==> src/rpe_pkg.sv <==
// Shared constants and types for the rotary position embedding block.
`default_nettype none

package rpe_pkg;

    // Parameter defaults
    localparam int DEF_MAX_HALF_DIM = 64;
    localparam int DEF_SAMPLE_BITS  = 16;

    // Fixed field widths
    localparam int COEF_W     = 16;
    localparam int FRAC_BITS  = COEF_W - 1;
    localparam int PAIR_IDX_W = 6;
    localparam int CFG_W      = 7;
    localparam int CFG_IDX_W  = 1;

    typedef logic [CFG_IDX_W-1:0] t_cfg_idx;

    // Register indexes
    localparam t_cfg_idx REG_MODE_INTERLEAVED = 1'd0;
    localparam t_cfg_idx REG_HALF_DIM         = 1'd1;

    localparam logic [CFG_W-1:0] HALF_DIM_RESET = 7'd64;

    // Control travelling with a pair from the front end to the rotator
    typedef struct packed {
        logic [PAIR_IDX_W-1:0] pair_index;
        logic                  row_done;
        logic                  use_mem;
    } t_pair_ctl;

endpackage

`default_nettype wire

==> src/rpe_out_if.sv <==
// Output channel: one rotated pair with its position in the row.
`default_nettype none

interface rpe_out_if #(
    parameter int SAMPLE_BITS = rpe_pkg::DEF_SAMPLE_BITS
);
    logic                                valid;
    logic                                ready;
    logic signed [SAMPLE_BITS-1:0]       y_first;
    logic signed [SAMPLE_BITS-1:0]       y_second;
    logic [rpe_pkg::PAIR_IDX_W-1:0]      pair_index;
    logic                                row_done;

    modport source (output valid, output y_first, output y_second, output pair_index,
                    output row_done, input ready);
    modport sink   (input valid, input y_first, input y_second, input pair_index,
                    input row_done, output ready);
endinterface

`default_nettype wire

==> src/rpe_rotate.sv <==
// Pair rotator: four products, rounded sums, saturation and the output register.
`default_nettype none

module rpe_rotate #(
    parameter int SAMPLE_BITS = rpe_pkg::DEF_SAMPLE_BITS
) (
    input  wire logic                              i_clk,
    input  wire logic                              i_rst_n,
    input  wire logic                              i_v1,
    input  wire rpe_pkg::t_pair_ctl                i_ctl,
    input  wire logic signed [SAMPLE_BITS-1:0]     i_x0,
    input  wire logic signed [SAMPLE_BITS-1:0]     i_x1,
    input  wire logic signed [rpe_pkg::COEF_W-1:0] i_cos,
    input  wire logic signed [rpe_pkg::COEF_W-1:0] i_sin,
    output logic                                   o_rdy1,
    rpe_out_if.source                              o_out
);
    import rpe_pkg::*;

    localparam int PW    = SAMPLE_BITS + COEF_W;
    localparam int ACC_W = PW + 1;
    localparam int SH_W  = ACC_W - FRAC_BITS;
    localparam logic signed [ACC_W-1:0] RND = ACC_W'(1) << (FRAC_BITS - 1);
    localparam logic [SAMPLE_BITS-1:0] SAT_HI = {1'b0, {(SAMPLE_BITS-1){1'b1}}};
    localparam logic [SAMPLE_BITS-1:0] SAT_LO = {1'b1, {(SAMPLE_BITS-1){1'b0}}};

    logic                 rdy2;
    logic                 r_v2;
    t_pair_ctl            r_ctl2;
    logic signed [PW-1:0] r_p_xc, r_p_ys, r_p_xs, r_p_yc;

    logic signed [ACC_W-1:0]  acc_first, acc_second;
    logic [SH_W-1:0]          sh_first, sh_second;
    logic [SAMPLE_BITS-1:0]   sat_first, sat_second;

    logic                          r_vo;
    logic signed [SAMPLE_BITS-1:0] r_y_first, r_y_second;
    logic [PAIR_IDX_W-1:0]         r_pair_index;
    logic                          r_row_done;

    assign rdy2   = !r_vo || o_out.ready;
    assign o_rdy1 = !r_v2 || rdy2;

    // Stage two: products
    always_ff @(posedge i_clk) begin
        if (!i_rst_n) begin
            r_v2 <= 1'b0;
        end else if (o_rdy1) begin
            r_v2 <= i_v1;
        end
    end

    always_ff @(posedge i_clk) begin
        if (o_rdy1 && i_v1) begin
            r_ctl2 <= i_ctl;
            r_p_xc <= PW'(i_x0 * i_cos);
            r_p_ys <= PW'(i_x1 * i_sin);
            r_p_xs <= PW'(i_x0 * i_sin);
            r_p_yc <= PW'(i_x1 * i_cos);
        end
    end

    // Round half up, drop the fraction, clamp to the sample range
    always_comb begin
        acc_first  = ACC_W'(r_p_xc) - ACC_W'(r_p_ys) + RND;
        acc_second = ACC_W'(r_p_xs) + ACC_W'(r_p_yc) + RND;
        sh_first   = acc_first[ACC_W-1:FRAC_BITS];
        sh_second  = acc_second[ACC_W-1:FRAC_BITS];
        if (sh_first[SH_W-1:SAMPLE_BITS-1] == '0 || sh_first[SH_W-1:SAMPLE_BITS-1] == '1) begin
            sat_first = sh_first[SAMPLE_BITS-1:0];
        end else begin
            sat_first = sh_first[SH_W-1] ? SAT_LO : SAT_HI;
        end
        if (sh_second[SH_W-1:SAMPLE_BITS-1] == '0
                || sh_second[SH_W-1:SAMPLE_BITS-1] == '1) begin
            sat_second = sh_second[SAMPLE_BITS-1:0];
        end else begin
            sat_second = sh_second[SH_W-1] ? SAT_LO : SAT_HI;
        end
    end

    // Output register
    always_ff @(posedge i_clk) begin
        if (!i_rst_n) begin
            r_vo <= 1'b0;
        end else if (rdy2) begin
            r_vo <= r_v2;
        end
    end

    always_ff @(posedge i_clk) begin
        if (rdy2 && r_v2) begin
            r_y_first    <= sat_first;
            r_y_second   <= sat_second;
            r_pair_index <= r_ctl2.pair_index;
            r_row_done   <= r_ctl2.row_done;
        end
    end

    assign o_out.valid      = r_vo;
    assign o_out.y_first    = r_y_first;
    assign o_out.y_second   = r_y_second;
    assign o_out.pair_index = r_pair_index;
    assign o_out.row_done   = r_row_done;

    a_stage2_hold: assert property (@(posedge i_clk) disable iff (!i_rst_n)
        r_v2 && !rdy2 |=> r_v2 && $stable(r_p_xc) && $stable(r_ctl2))
        else $error("stalled products lost in stage two");

    a_out_from_stage2: assert property (@(posedge i_clk) disable iff (!i_rst_n)
        $rose(r_vo) |-> $past(r_v2))
        else $error("output beat without a pair in stage two");

endmodule

`default_nettype wire

==> src/flat_wrapper.sv <==
// flat-port wrapper written by rule: the top's interface ports become plain ports
module rpe_rotate_flat import rpe_pkg::*;
#(
    parameter int SAMPLE_BITS = rpe_pkg::DEF_SAMPLE_BITS
)
  (i_clk, i_rst_n, i_v1, i_ctl, i_x0, i_x1, i_cos, i_sin, o_rdy1, o_out_valid, o_out_y_first, o_out_y_second, o_out_pair_index, o_out_row_done, o_out_ready);
  rpe_out_if #(.SAMPLE_BITS(SAMPLE_BITS)) o_out_i ();
  input  wire logic i_clk;
  input  wire logic i_rst_n;
  input  wire logic i_v1;
  input  wire rpe_pkg::t_pair_ctl i_ctl;
  input  wire logic signed [SAMPLE_BITS-1:0] i_x0;
  input  wire logic signed [SAMPLE_BITS-1:0] i_x1;
  input  wire logic signed [rpe_pkg::COEF_W-1:0] i_cos;
  input  wire logic signed [rpe_pkg::COEF_W-1:0] i_sin;
  output logic o_rdy1;
  output wire logic [$bits(o_out_i.valid)-1:0] o_out_valid;
  output wire logic [$bits(o_out_i.y_first)-1:0] o_out_y_first;
  output wire logic [$bits(o_out_i.y_second)-1:0] o_out_y_second;
  output wire logic [$bits(o_out_i.pair_index)-1:0] o_out_pair_index;
  output wire logic [$bits(o_out_i.row_done)-1:0] o_out_row_done;
  input wire logic [$bits(o_out_i.ready)-1:0] o_out_ready;
  assign o_out_valid = o_out_i.valid;
  assign o_out_y_first = o_out_i.y_first;
  assign o_out_y_second = o_out_i.y_second;
  assign o_out_pair_index = o_out_i.pair_index;
  assign o_out_row_done = o_out_i.row_done;
  assign o_out_i.ready = o_out_ready;
  rpe_rotate #(.SAMPLE_BITS(SAMPLE_BITS)) u_core (.i_clk(i_clk), .i_rst_n(i_rst_n), .i_v1(i_v1), .i_ctl(i_ctl), .i_x0(i_x0), .i_x1(i_x1), .i_cos(i_cos), .i_sin(i_sin), .o_rdy1(o_rdy1), .o_out(o_out_i));
endmodule
==> config.mk <==
export PLATFORM = sky130hd
export DESIGN_NAME = rpe_rotate_flat
export DESIGN_NICKNAME = d
export VERILOG_FILES = /design/src/rpe_pkg.sv /design/src/rpe_out_if.sv /design/src/rpe_rotate.sv /design/src/flat_wrapper.sv
export SDC_FILE = /design/constraint.sdc
export NUM_CORES = 2
export LEC_CHECK = 0
export BUFFER_PORTS_ARGS = -buffer_cell sky130_fd_sc_hd__buf_2
export CAP_MARGIN = 40
export CORE_MARGIN = 5
export CORE_UTILIZATION = 34
export DETAILED_ROUTE_END_ITERATION = 8
export SYNTH_ARGS = -nofsm -noshare
export SYNTH_HDL_FRONTEND = slang
export SYNTH_SLANG_ARGS = --single-unit
==> constraint.sdc <==
create_clock -name i_clk -period 10.3 [get_ports i_clk]
set_input_delay 1.545 -clock i_clk [delete_from_list [all_inputs] [get_ports i_clk]]
set_output_delay 1.545 -clock i_clk [all_outputs]
set_load 0.02 [all_outputs]
After elaboration in Yosys (flattened, before gate mapping)
Index checks and enable logic that the tools add are counted.

Add/subtract/negate cells: 4. $mul: 4. Eq/ne operators: 2. Muxes and demuxes: 4. Reduce and logical (&&, ||, !) cells: 10.

Operators by type and width (number): multiplier 16 x 16 -> 32 bit (4); adder 33 x 16 -> 33 bit, second input constant (2); 2-to-1 mux 16 bit (4); adder 32 x 32 -> 33 bit (1); subtractor 32 x 32 -> 33 bit (1); == test 3 bit, second input constant (2); logical NOT 3 bit (2); logical OR 1 bit (4); logical AND 1 bit (2); logical NOT 1 bit (2).

Bits in registers: 176. Input port bits: 76. Output and inout port bits: 41. Word-level logic and storage cells: 36.

Depth between registers and ports, before layout
Depth in word-level cells: 5. Gate-level depth with buffers: 25. Gate-level depth less buffers: 23.

Worst setup path after synthesis
OpenSTA, ideal clock, no wires.

Path type: input to register. Start point: in i_x1[15]. End point: reg u_core.r_p_yc[31] (data pin). Setup time: 0.260 ns. Arrival: 7.110 ns. Data required time: 10.040 ns. Path slack: 2.930 ns. Cell stages on the path: 22. Buffers on the path: 1. Cell sequence: clkbuf_1 -> nand2_1 -> inv_1 -> fa_1 -> fa_1 -> fa_1 -> fa_1 -> fa_1 -> inv_1 -> fa_1 -> inv_1 -> ha_1 -> and2_1 -> a221o_1 -> a21o_1 -> a21oi_1 -> o21a_1 -> o221ai_1 -> o31ai_1 -> nand2b_1 -> a21oi_1 -> xnor2_1.

Cells in the longest elaborated chain, start to end: 1.

RTL lines: start: declaration (line flat_wrapper.sv:13) `input wire logic signed [SAMPLE_BITS-1:0] i_x1;`; multiplier 16 x 16 -> 32 bit (line rpe_rotate.sv:59) `r_p_yc <= PW'(i_x1 * i_cos);`; end signal: assignment (line rpe_rotate.sv:59); end: declaration (line rpe_rotate.sv:30) `logic signed [PW-1:0] r_p_xc, r_p_ys, r_p_xs, r_p_yc;`.

Every way passes these cells. A chain may end at the register's enable or synchronous reset.

Final worst setup path
Start point: in i_sin[1] (netlist bit). End point: reg u_core.r_p_xs[30] (data pin).

Cells in the longest elaborated chain, start to end: 1.

RTL lines: start: declaration (line flat_wrapper.sv:15) `input wire logic signed [rpe_pkg::COEF_W-1:0] i_sin;`; multiplier 16 x 16 -> 32 bit (line rpe_rotate.sv:58) `r_p_xs <= PW'(i_x0 * i_sin);`; end signal: assignment (line rpe_rotate.sv:58); end: declaration (line rpe_rotate.sv:30).

Every way passes these cells.

==> metrics.txt <==
sequential fraction of the synthesis area=11.02%; initial antenna violation count=19; ranking of synthesized cells by area=fa_1 44%, ha_1 12%, edfxtp_1 11%, inv_1 9.5%, and2_1 6.6%; synthesized flop and latch total=176; Synth top area share=43.91%; # setup viols final=0; largest net degree at the start of global routing=65; Avg Cell Area, Syn=9.678 sq um; unique cell type count in the Yosys netlist=74; Worst Hold Class=flop to flop; leading area contributor after synthesis=fa_1; DRT iter0 DRCs=1657; CP arrival=8.20 ns; TNS Setup=0 ns; Post-CTS Setup Bufs=0; H-tree Lvls=4; asr flop ratio synth=0%; nets=6462; die width=384.9 um; placer congestion estimate=0.8159; hold buffer count at CTS=0; clock sink count=176; Slew Limit Headroom=36.90%; crit path launch type=primary input; Crit. End Element=flop; fin crit share=76.94%; Post-DP HPWL=88.26 mm; cell count after synthesis=4937; most frequent cells in the layout=1210 x inv_1, 1048 x fa_1, 520 x nand2_1; vias after detailed routing=32090; WP data required=10.58 ns; syn_nets=6511; IO buf count=115; CP Class=primary input to flop; cell breakdown of the critical path=buf_2 > nand2_1 > inv_1 > fa_1 > inv_1 > fa_1 > fa_1 > inv_1 > fa_1 > fa_1 > inv_1 > fa_1 > inv_1 > ha_1 > and3_1 > and3_1 > and3_1 > a21oi_1 > a21oi_1 > nor4_1 > o211ai_1 > a31oi_1 > o21ai_1 > xor2_1; Bufs and invs on worst path=6; Final Critical Period=7.925 ns; maximum clock insertion buffer count=2; most used cell, CP=fa_1; dpl cells=6745; Peak Freq=0.1262 GHz; total CTS buffers=17; count of pins over their slew limit=0; final wirelength=112.1 mm; global-route wire length before repair=185.5 mm; RSZ-0062 raised after global routing=false; vias per inst=4.733; vias in the first global route=34140; final worst slack=2.375 ns; Routed Antenna Nets=0; worst-skew pair later-pin latency=0.52 ns; CP delay by family, top=adder cells; Ys Warns=0; grt total ovfl=0; Area Growth Syn to Fin=6.144%; Final Non-Filler Cells=6780; die height=384.9 um; EDFF count, synth=174; residual DRC count=0; Max-Cap Viols=0; area of the mapped netlist=47780 sq um; Core Area=139500 sq um; WL/cell=16.53 um; CTS clk-pin slew, worst paths=0.08 ns; worst slew pin tran=0.9465 ns; clock tree root buffer cell=clkbuf_16; area post-placement=50140 sq um; Initial Util=34.24%; Tot GR Track Use=15.87%; final setup skew=0.01929 ns; I/O Pins=117; predominant post-synthesis flop cell=edfxtp_1; Site Rows=137; crit path max fanout=32; commonest non-fill, non-tap cell in the layout=inv_1; die area=148100 sq um; CTS tree=yes; final hold viol count=0; Resize count post-CTS=0; CP max stage cell=buf_2; number of fill cells=14230; CP peak stage delay=0.63 ns; dpl ws=1.901 ns; Post-Layout Inst Area=50710 sq um; outcome=completed; Pre-antenna DRT Iters=5; layout cells sized above 1=4.162%
## stage by stage
stage	hold WS (ns)	utilization, %
after CTS	0.4271	36.34
after detailed placement	0.4080	35.93
after global routing	0.4311	36.34
after global placement	0.4005	35.84
final	0.4236	36.35
after floorplan	0.4003	-
## Yosys cell counts, types with 4 or more instances
library cell     n
nor3_1          30
or3_1            7
nor2_1         110
clkbuf_1       194
o21ai_0         73
a21oi_1        116
and3_1          12
nor2b_1         14
o21a_1          18
o31ai_1         10
o21bai_1        16
a21o_1          51
o21ai_1          8
a31oi_1          7
nor4_1           4
o2111ai_1        4
a21boi_0         6
xor2_1          48
o211ai_1         6
and2_1         502
o21ai_2         10
fa_1          1048
nand2b_1        33
nand3_1         21
ha_1           450
a211oi_1        19
edfxtp_1       174
a221o_1          4
or2_2            5
inv_1         1210
nand4_1         15
nand2_1        520
a21oi_2          8
xnor2_1        125
## worst paths after layout
check                         from                         end  slack [ns]  depth (start not counted)
setup / recovery          i_sin[1]           u_core.r_p_xs[30]        2.38                         24
hold / removal    u_core.r_ctl2[4]  u_core.o_out.pair_index[2]        0.42                          0
setup reg to reg  u_core.r_p_yc[7]    u_core.o_out.y_second[2]        6.29                         12
hold reg to reg   u_core.r_ctl2[4]  u_core.o_out.pair_index[2]        0.42                          0
## area by class of cell
| cell class | instances | area [sq um] | area share (%) |
|---|---|---|---|
| clock inverters | 15 | 145.1 | 0.2862 |
| well taps | 1876 | 2347 | 4.628 |
| multi-input cells | 3352 | 37200 | 73.36 |
| flip-flops and latches | 176 | 5265 | 10.38 |
| clock buffers | 17 | 425.4 | 0.8388 |
| inverters | 1210 | 4542 | 8.956 |
| repair buffers | 131 | 778.2 | 1.535 |
| diodes | 3 | 7.507 | 0.01480 |
## registers in the layout, indices dropped and copies added, names as in the netlist
| name | cells |
|---|---|
| u_core.o_out.y_first | 16 |
| u_core.r_p_yc | 32 |
| u_core.o_out.valid | 1 |
| u_core.r_p_xc | 32 |
| u_core.r_p_xs | 32 |
| u_core.o_out.y_second | 16 |
| u_core.r_ctl2 | 7 |
| u_core.o_out.pair_index | 6 |
| u_core.r_v2 | 1 |
| u_core.o_out.row_done | 1 |
| u_core.r_p_ys | 32 |
## layer usage
layer	wire length, um	share of wire (%)	up-vias	global-route usage (%)
li1	-	-	14670	-
met3	5500	4.9	82	2.317
met2	53160	47	611	26.08
met5	73	0.065	-	0
met4	2404	2.1	10	3.741
met1	50940	45	16730	22.21
## kinds of logic (layout without fill, tap and decap cells)
| kind of cell | Yosys count | after routing | share of synthesized area (%) |
|---|---|---|---|
| compound gates | 400 | 400 | 5.589 |
| xor+xnor | 173 | 173 | 3.171 |
| fa+ha+maj | 1498 | 1498 | 55.70 |
| buf+inv | 1409 | 1373 | 11.13 |
| flops | 176 | 176 | 11.02 |
| other cells | 0 | 3 | 0 |
| simple gates | 1281 | 1281 | 13.39 |
Power is left out: the tool's default activity adds up to more than one toggle a clock period on the data nets, which glitch-free logic cannot reach.
